**config.mk**
```make
export PLATFORM = sky130hd
export DESIGN_NAME = uvd_div_step
export DESIGN_NICKNAME = d
export VERILOG_FILES = /design/src/sv/uvd_pkg.sv /design/src/sv/uvd_div_step.sv
export SDC_FILE = /design/constraint.sdc
export NUM_CORES = 1
export LEC_CHECK = 0
export BUFFER_PORTS_ARGS = -buffer_cell sky130_fd_sc_hd__buf_2
export CORE_MARGIN = 5
export CORE_UTILIZATION = 46
export CTS_CLUSTER_SIZE = 24
export DETAILED_ROUTE_END_ITERATION = 6
export GPL_TIMING_DRIVEN = 0
export PLACE_DENSITY = 0.77
export SYNTH_ARGS = -nofsm -noshare
export SYNTH_HDL_FRONTEND = slang
export SYNTH_SLANG_ARGS = --single-unit
```
**constraint.sdc**
```tcl
create_clock -name clk -period 0.8 [get_ports clk]
set_clock_uncertainty 0.15 [all_clocks]
set_input_delay 0.16 -clock clk [delete_from_list [all_inputs] [get_ports clk]]
set_output_delay 0.16 -clock clk [all_outputs]
set_load 0.005 [all_outputs]
```
**src/sv/uvd_pkg.sv**
```systemverilog
// Shared widths and pipeline item types for unit_direction_vector.
// No dependencies.
`default_nettype none
package uvd_pkg;
	localparam int COORD_W     = 32;
	localparam int DIFF_W      = COORD_W + 1;
	localparam int MAG_W       = COORD_W;
	localparam int SQ_W        = 2 * MAG_W;
	localparam int SUM_W       = SQ_W + 2;
	localparam int ROOT_W      = SUM_W / 2;
	localparam int SQRT_REM_W  = ROOT_W + 1;
	localparam int SQRT_STEPS  = SUM_W / 2;
	localparam int DIR_FRAC    = 30;
	localparam int Q_W         = DIR_FRAC + 1;
	localparam int DIR_W       = 32;
	localparam int DREM_W      = ROOT_W + 1;
	localparam int DIV_STEPS   = Q_W;
	localparam int LANES       = 3;

	typedef struct packed {
		logic [SUM_W-1:0]                rad;
		logic [SQRT_REM_W-1:0]           rem;
		logic [ROOT_W-1:0]               root;
		logic [LANES-1:0][MAG_W-1:0]     mag;
		logic [LANES-1:0]                neg;
	} sq_item_t;

	typedef struct packed {
		logic [LANES-1:0][DREM_W-1:0]    r;
		logic [LANES-1:0][Q_W-1:0]       q;
		logic [ROOT_W-1:0]               d;
		logic [LANES-1:0]                neg;
	} div_item_t;
endpackage
`default_nettype wire

```
**src/sv/uvd_div_step.sv**
```systemverilog
// One registered restoring division step for three lanes, one quotient bit.
// Uses uvd_pkg.
`default_nettype none
module uvd_div_step (
	input  wire logic               clk,
	input  wire logic               arst_n,
	input  wire logic               en,
	input  wire logic               v_in,
	input  wire uvd_pkg::div_item_t item_in,
	output logic                    v_out,
	output uvd_pkg::div_item_t      item_out
);
	logic                                              v_s1;
	uvd_pkg::div_item_t                                item_s1;
	logic [uvd_pkg::LANES-1:0]                         ge;
	logic [uvd_pkg::LANES-1:0][uvd_pkg::DREM_W-1:0]    rn;

	always_comb begin
		for (int i = 0; i < uvd_pkg::LANES; i++) begin
			ge[i] = item_in.r[i] >= {1'b0, item_in.d};
			rn[i] = ge[i] ? item_in.r[i] - {1'b0, item_in.d} : item_in.r[i];
		end
	end

	always_ff @(posedge clk or negedge arst_n) begin
		if (!arst_n) begin
			v_s1 <= 1'b0;
		end else if (en) begin
			v_s1 <= v_in;
		end
	end

	always_ff @(posedge clk) begin
		if (en) begin
			for (int i = 0; i < uvd_pkg::LANES; i++) begin
				item_s1.r[i] <= rn[i] << 1;
				item_s1.q[i] <= {item_in.q[i][uvd_pkg::Q_W-2:0], ge[i]};
			end
			item_s1.d   <= item_in.d;
			item_s1.neg <= item_in.neg;
		end
	end

	assign v_out    = v_s1;
	assign item_out = item_s1;
endmodule
`default_nettype wire

```
==> metrics.cfg <==
[outcome]
status=complete, but fails checks
violations=hold timing, setup timing

[clock_tree]
path_clk_slew_ps=60
cts-root-buf=clkbuf_16
h-tree-depth=1
worstSkewPairLatency_ps=520
cts_hold_buffers=138
numCtsBuffers=25
clockBufferDepth=3
clock_sinks=229
tritoncts=built

[finish]
final_util_pct=70.3
final_cell_mix=buf_2 (449), edfxtp_1 (228), dlygate4sd3_1 (137), ha_1 (89), a21oi_1 (85)
nNetsFinal=2163
drive_gt1_share_pct=42.4
fillers=1976
area_growth_pct=50.5
final_common_cell=buf_2
fin_cells=2233

[synthesis]
yosysSeqAreaShare_pct=51.1
yosysTopAreaCellShare_pct=50.9
yosysWarnings=0
synth_top_cell_by_area=edfxtp_1
async_reset_ff_share_pct=0.437
synth_edf_count=228
yosysUniqueCellTypes=72
synth_flop_cell=edfxtp_1
synth_cells=1134
syn-cell-area_mm2=0.0134
ys_ff_latch=229
avgSynthCellArea_um2=11.9
synthTopCellsByArea=edfxtp_1 (51%), ha_1 (9.2%), xnor2_1 (3.5%)

[die]
die_area_mm2=0.0327
initial_core_util_pct=46.7
rows=62
die_h_um=181
core-area_mm2=0.0288
ios=467
die_x_um=181

[worst_hold_path]
hp-class=input pin to register

[sta]
fmax_mhz=325
rsz0062_at_grt=true
min_period_ps=3080
hold_viol_final=148
worst_pin_slew_ps=535
whs_ps=-262
setup_violations=332
slew_headroom_pct=64.0
period_share_pct=385
final_max_slew_viol_count=0
setup_slack_ps=-2280

[grt]
grt_usage_pct=30.3
antenna_found_initial=9
grt_start_max_net_pins=63
grt_pass1_wl_mm=77.0
grt_pass1_vias=12666
overflow=0

[setup_path]
ff2ff_setup_slack_ps=-290
path_max_fanout=5
criticalPathCategory=input pin to register
critPathLaunchType=input pin
crit_arrival_ps=3200
critPathCaptureType=register
crit_required_ps=920

[route]
avgViaCountPerCell=5.61
wl_met1_mm=19.3
vias=12516
met2_length_mm=27.2
drt_iter0_markers=876
wl_met3_mm=3.79
ant_nets=0
dr.max_layer_used=met5
drcViolationCount=0
wl_per_cell_um=23.9
dr.pass1.iters=6
routed_wl_mm=53.5

[place]
io_buffers=460
hpwlAfterDp_mm=37.2
dp.cells=1982
pre_cts_ws_ps=-3630
gp_congestion=0.949

[run]
max-cap-violations=0

[power]
powerDensity_mw_per_mm2=1940
p_leak_nw=8.83
ir_worst_vdd_uv=1620

Yosys cell counts (5+ instances only):
cell type,number
a31oi_1,14
a21o_1,41
o211ai_1,6
a211oi_1,14
a21boi_0,5
clkbuf_1,24
edfxtp_1,228
and3_1,14
ha_1,99
o21bai_1,17
a21oi_1,90
nand4_1,17
nor2_1,45
o21a_1,14
mux2_2,39
nand2_1,76
nand2b_1,8
o31ai_1,8
nor3_1,9
and4_1,5
inv_1,57
xor2_1,33
nand3_1,18
xnor2_1,53
mux2_4,28
nor4_1,5
nor2b_1,13
o21ai_0,75
and2_1,6
repair_timing:
action,4_1_cts,5_1_grt
gates cloned,12,0
endpoints found under the setup margin,503,333
setup buffers,45,19
pin swaps,53,24
endpoints found under the hold margin,284,148
gates resized for setup,172,71
path summary, 6_finish.rpt:
path / to / cells after the start / startpoint
setup / recovery: item_out[177]$_DFFE_PP_ / 17 / item_in[163]
hold / removal: item_out[3]$_DFFE_PP_ / 1 / item_in[3]
setup reg to reg: v_out$_DFFE_PN0P_ / 2 / v_out$_DFFE_PN0P_
hold reg to reg: v_out$_DFFE_PN0P_ / 2 / v_out$_DFFE_PN0P_
max in group asynchronous: v_out$_DFFE_PN0P_ / 2 / arst_n
min in group asynchronous: v_out$_DFFE_PN0P_ / 2 / arst_n
area by class of cell:
cell class / count / area, um^2 / share of cell area, %
sequential: 229 / 6870 / 34.0
multi-input combinational: 814 / 6800 / 33.6
timing repair buffer: 667 / 4680 / 23.2
clock buffer: 26 / 629 / 3.11
tap: 384 / 480 / 2.38
buffer: 32 / 292 / 1.44
inverter: 57 / 244 / 1.21
clock inverter: 19 / 211 / 1.05
antenna: 5 / 12.5 / 0.0619
kinds of logic after synthesis:
| group | count (synthesis) | share of synthesized area, % |
|---|---|---|
| adder cells (fa/ha/maj) | 102 | 9.66 |
| buffers and inverters | 93 | 2.94 |
| AND/OR/NAND/NOR | 227 | 8.29 |
| flip-flops | 229 | 51.1 |
| XOR/XNOR | 86 | 5.60 |
| multiplexers | 70 | 6.62 |
| AO/OA/AOI/OAI | 326 | 15.7 |
| other | 1 | 0.0279 |
report_power, final:
group          internal, mW  switching, mW
registers              14.9          0.406
logic                  5.77           5.97
clock network          7.05           5.07
total                  27.7           11.4
routing by layer:
layer / vias up / global-route usage, %
met5: - / 0
met4: 8 / 14.0
met3: 167 / 5.93
met2: 606 / 55.3
met1: 6030 / 34.1
li1: 5705 / -
registers in the layout, indices dropped and copies added (netlist names):
name and flops:
item_out 228, v_out 1
per-stage QoR:
stage | total power, mW | cell area (um^2) | setup TNS, ps
after floorplan | 20.8 | 13700 | -231590
after global placement | 24.6 | 16400 | -1148680
after detailed placement | 24.7 | 16500 | -464080
after CTS | 38.6 | 20000 | -338310
after global routing | 40.7 | 20200 | -354030
final | 39.2 | 20200 | -335660
critical path, stage by stage:
cell and delay (ps):
buf_8 110, inv_12 40, ha_4 120, inv_2 30, fa_2 340, a211oi_2 240, o21ai_2 120, a2111oi_4 370
o21ai_2 150, nand2_2 100, nand2_4 70, a41o_4 280, a2111oi_4 310, buf_6 200, buf_12 130, buf_12 110
mux2_4 300
Note: power is estimated with default switching activity, not from simulation.
