## src/sv/uvd_pkg.sv

```systemverilog
// Shared widths and pipeline item types for unit_direction_vector.
// No dependencies.
`default_nettype none
package uvd_pkg;
	localparam int COORD_W     = 32;
	localparam int DIFF_W      = COORD_W + 1;
	localparam int MAG_W       = COORD_W;
	localparam int SQ_W        = 2 * MAG_W;
	localparam int SUM_W       = SQ_W + 2;
	localparam int ROOT_W      = SUM_W / 2;
	localparam int SQRT_REM_W  = ROOT_W + 1;
	localparam int SQRT_STEPS  = SUM_W / 2;
	localparam int DIR_FRAC    = 30;
	localparam int Q_W         = DIR_FRAC + 1;
	localparam int DIR_W       = 32;
	localparam int DREM_W      = ROOT_W + 1;
	localparam int DIV_STEPS   = Q_W;
	localparam int LANES       = 3;

	typedef struct packed {
		logic [SUM_W-1:0]                rad;
		logic [SQRT_REM_W-1:0]           rem;
		logic [ROOT_W-1:0]               root;
		logic [LANES-1:0][MAG_W-1:0]     mag;
		logic [LANES-1:0]                neg;
	} sq_item_t;

	typedef struct packed {
		logic [LANES-1:0][DREM_W-1:0]    r;
		logic [LANES-1:0][Q_W-1:0]       q;
		logic [ROOT_W-1:0]               d;
		logic [LANES-1:0]                neg;
	} div_item_t;
endpackage
`default_nettype wire

```

## src/sv/uvd_sqrt_step.sv

```systemverilog
// One registered step of the digit-by-digit square root, one root bit.
// Uses uvd_pkg.
`default_nettype none
module uvd_sqrt_step (
	input  wire logic              clk,
	input  wire logic              arst_n,
	input  wire logic              en,
	input  wire logic              v_in,
	input  wire uvd_pkg::sq_item_t item_in,
	output logic                   v_out,
	output uvd_pkg::sq_item_t      item_out
);
	logic                              v_s1;
	uvd_pkg::sq_item_t                 item_s1;
	logic [uvd_pkg::SQRT_REM_W+1:0]    cat;
	logic [uvd_pkg::ROOT_W+1:0]        trial;
	logic                              ge;
	logic [uvd_pkg::SQRT_REM_W+1:0]    diff;

	always_comb begin
		cat   = {item_in.rem, item_in.rad[uvd_pkg::SUM_W-1 -: 2]};
		trial = {item_in.root, 2'b01};
		ge    = cat >= {1'b0, trial};
		diff  = cat - {1'b0, trial};
	end

	always_ff @(posedge clk or negedge arst_n) begin
		if (!arst_n) begin
			v_s1 <= 1'b0;
		end else if (en) begin
			v_s1 <= v_in;
		end
	end

	always_ff @(posedge clk) begin
		if (en) begin
			item_s1.rad  <= item_in.rad << 2;
			item_s1.rem  <= ge ? diff[uvd_pkg::SQRT_REM_W-1:0] : cat[uvd_pkg::SQRT_REM_W-1:0];
			item_s1.root <= {item_in.root[uvd_pkg::ROOT_W-2:0], ge};
			item_s1.mag  <= item_in.mag;
			item_s1.neg  <= item_in.neg;
		end
	end

	assign v_out    = v_s1;
	assign item_out = item_s1;
endmodule
`default_nettype wire

```

## config.mk

```make
export PLATFORM = sky130hd
export DESIGN_NAME = uvd_sqrt_step
export DESIGN_NICKNAME = d
export VERILOG_FILES = /design/src/sv/uvd_pkg.sv /design/src/sv/uvd_sqrt_step.sv
export SDC_FILE = /design/constraint.sdc
export NUM_CORES = 1
export LEC_CHECK = 0
export ABC_AREA = 1
export ABC_CLOCK_PERIOD_IN_PS = 800
export BUFFER_PORTS_ARGS = -buffer_cell sky130_fd_sc_hd__buf_2
export CORE_AREA = 5 5 181 183
export CTS_CLUSTER_SIZE = 40
export DETAILED_ROUTE_END_ITERATION = 10
export DIE_AREA = 0 0 186 188
export HOLD_SLACK_MARGIN = 0.12
export PLACE_DENSITY = 0.64
export SYNTH_ARGS = -nofsm -noshare
export SYNTH_HDL_FRONTEND = slang
export SYNTH_SLANG_ARGS = --single-unit
export TNS_END_PERCENT = 10
```

## constraint.sdc

```tcl
create_clock -name clk -period 0.8 [get_ports clk]
set_clock_uncertainty 0.1 [all_clocks]
set_input_delay 0.08 -clock clk [delete_from_list [all_inputs] [get_ports clk]]
set_output_delay 0.08 -clock clk [all_outputs]
set_load 0.005 [all_outputs]
```

==> results by group <==
Status
  • Outcome: finished, violations left
  • Failing checks: negative hold slack, negative setup slack

Floorplanning
  • # rows: 65
  • IO Count: around 470
  • Die width: 186 um
  • Die H: 188 um
  • Die area: roughly 35,000 um^2
  • Core area: slightly above 30,000 um^2
  • Initial Util: about 32%

STA
  • Final setup vio count: about 270
  • Worst setup margin: -719 ps
  • Max Fclk: 658 MHz
  • Final setup TNS: -121,380 ps
  • Tcrit/Tclk final: 190%
  • Shortest period the worst path allows: ~1500 ps
  • Unrepaired setup endpoints after global routing: yes
  • Pins over their slew limit: 0
  • Hold Violations, Final: 32
  • Min Hold Slack: -377 ps

Route
  • Antenna-violating nets left: 0
  • Via/cell ratio: 4.50
  • Routed WL: approximately 44 mm
  • Drt pass-1 iters: 7
  • WL/cell: between 20 and 25 um
  • Drt initial violations: between 500 and 600
  • Number of remaining DRC errors: 0
  • Vias: 9,787

Place
  • Placed cell area: between 10,000 and 15,000 um^2
  • GP Congestion: roughly 0.93
  • Port Buf Inserts: approximately 470
  • Dpl hpwl: approximately 31 mm
  • Placed insts: between 1,500 and 2,000
  • Pre-CTS setup slack: -1320 ps

Clock tree
  • CTS tree: built
  • Clk Tree Root Cell: clkbuf_16
  • CTS sink cnt: 231
  • Max clock buf depth: 3
  • Cts bufs inserted: 26
  • Worst skew pair latency: roughly 530 ps
  • Register clock-pin slew on the reported worst setup and hold paths: around 60 ps
  • H-tree Lvls: 1

Layout
  • Share of layout cells above drive strength 1: between 40% and 50%
  • Non-filler cells, final: around 2,200
  • Most common cell after layout, fill and taps aside: buf_2
  • Most frequent cells in the layout: buf_2 (436), edfxtp_1 (230), dlygate4sd3_1 (220), nand2_1 (219), buf_4 (142)
  • Design Area, Final: roughly 18,000 um^2
  • Fin util: between 50% and 60%
  • Fin nets: between 2,000 and 2,500
  • Fill cells: 2,523
  • Synthesis-to-layout area growth: 82.2%

Synth
  • EDFF count, synth: 230
  • Synth Cell Area: 10,000 um^2
  • Top FF cell, synth: edfxtp_1
  • Synth warn: 0
  • Sequential area share after synthesis: between 60% and 70%
  • Synth cell types: 27
  • Post-synth ARST share: less than 1%
  • Post-Syn Instances: around 890
  • Synth Register Bits: approximately 230
  • Syn Area/Cell: 11.4 um^2

Global routing
  • Global-route wire length before repair: between 60 and 70 mm
  • Initial antenna violation count: 7
  • Grt total ovfl: 0
  • Largest net degree at the start of global routing: between 40 and 50
  • Vias in the first global route: between 10,000 and 15,000
  • Tot GR Track Use: a little under a quarter

Setup path
  • Reg2reg end: v_out
  • Critical Path Most Common Cell: buf_4
  • Arrival @ worst endpoint: between 1500 and 2000 ps
  • Critical path cell sequence: buf_6, ha_4, nand2_4, nor2_4, nand2_2, buf_4, buf_4, buf_4, buf_4, inv_1, nand2_1, nand2_1, nand2_1, nand3_1, nand2_2
  • RR Startpoint: v_out
  • Worst-path fanout max: 3
  • Worst path bufs/invs: 6
  • R2R setup slack: -80 ps
  • Critical path's largest stage delay: approximately 280 ps
  • Startpoint types: input port
  • CP Class: input port to flip-flop
  • Crit-path leading delay family: simple AND/OR/NAND/NOR gates
  • Crit-path slowest cell: ha_4
  • Critical Path RT: 980 ps
  • Worst setup EP type: flip-flop
  • Worst Reg-to-Reg Cells: 1

Run
  • Max cap viols: 0

Power and ir drop
  • Peak VDD IR: about 2.0 mV
  • Pwr per Cell Area: approximately 2000 nW/um^2
  • Leak Pwr: about 8.6 nW
  • Total Power: between 30 and 40 mW

Worst hold path
  • Worst Hold Class: input port to flip-flop
  • Hold path start: item_in[104]
  • Hold path endpoint: item_out[105]
  • Hold path depth: 1
## worst max-delay path by stage
stage                  from            end  slack, ps  cells after the start
5_1_grt        item_in[118]  item_out[153]       -770                     15
3_3_place_gp   item_in[110]  item_out[160]      -1300                     16
2_1_floorplan  item_in[104]  item_out[149]       -920                     15
6_report       item_in[148]  item_out[156]       -720                     15
4_1_cts        item_in[144]  item_out[146]       -650                     14
3_5_place_dp   item_in[110]  item_out[165]      -1320                     13
## area by class of cell
| type | count | area [um^2] | share of cell area, % |
|---|---|---|---|
| Sequential cell | 231 | 6930 | 37.9 |
| Antenna cell | 7 | 17.5 | 0.0957 |
| Inverter | 143 | 569 | 3.11 |
| Clock buffer | 28 | 679 | 3.71 |
| Timing Repair inverter | 1 | 8.76 | 0.0478 |
| Clock inverter | 20 | 262 | 1.43 |
| Multi-Input combinational cell | 504 | 3320 | 18.2 |
| Timing Repair Buffer | 837 | 6010 | 32.8 |
| Tap cell | 402 | 503 | 2.75 |
## flip-flops by register name (all words and copies together), names as in the netlist
name / flops
v_out: 1
item_out: 230
## routing by layer
layer	global-route usage [%]	wire length [um]	vias up
met1	27.1	16200	4595
li1	-	-	4647
met5	0	13	-
met4	9.92	2170	2
met3	5.18	3640	91
met2	40.3	21600	452
## cells in the mapped netlist (3+ instances only)
| cell type | n | area, um^2 |
|---|---|---|
| edfxtp_1 | 230 | 6910 |
| nand2_2 | 4 | 25.0 |
| xnor2_1 | 3 | 26.3 |
| nand4_1 | 6 | 37.5 |
| nand2_1 | 286 | 1070 |
| nand3_1 | 38 | 190 |
| nand3b_1 | 4 | 30.0 |
| o21ai_0 | 13 | 65.1 |
| a21oi_1 | 23 | 115 |
| nor3_1 | 4 | 20.0 |
| inv_1 | 142 | 533 |
| buf_6 | 3 | 33.8 |
| buf_4 | 5 | 37.5 |
| nor2_2 | 7 | 43.8 |
| ha_1 | 35 | 438 |
| xor2_1 | 15 | 131 |
| o21bai_1 | 3 | 22.5 |
| nor2_1 | 52 | 195 |
## power breakdown
part           leakage, nW  switching [mW]  total, mW  internal (mW)
logic                 5.85            3.78       7.66           3.87
registers             2.26           0.335       14.9           14.6
clock network        0.460            5.05       13.1           8.09
total                 8.57            9.17       35.7           26.6
## logic make-up (layout without fill, tap and decap cells)
| logic type | Yosys count | count (layout) | synth area share, % |
|---|---|---|---|
| XOR/XNOR | 18 | 18 | 1.57 |
| multiplexers | 1 | 1 | 0.112 |
| adder cells (fa/ha/maj) | 35 | 35 | 4.36 |
| buffers and inverters | 151 | 1029 | 6.08 |
| AND/OR/NAND/NOR | 407 | 407 | 16.7 |
| other | 1 | 9 | 0.0373 |
| flip-flops | 231 | 231 | 69.0 |
| AO/OA/AOI/OAI | 41 | 41 | 2.19 |
## timing repair
action                     4_1_cts  5_1_grt
hold endpoints to repair       461      254
setup endpoints to repair      267      267
gates cloned                     1        2
gates resized for setup         86       86
buffers inserted                21        4
pin swaps                       25       27
hold buffers                   212        8
(Power assumes the default switching activity.)
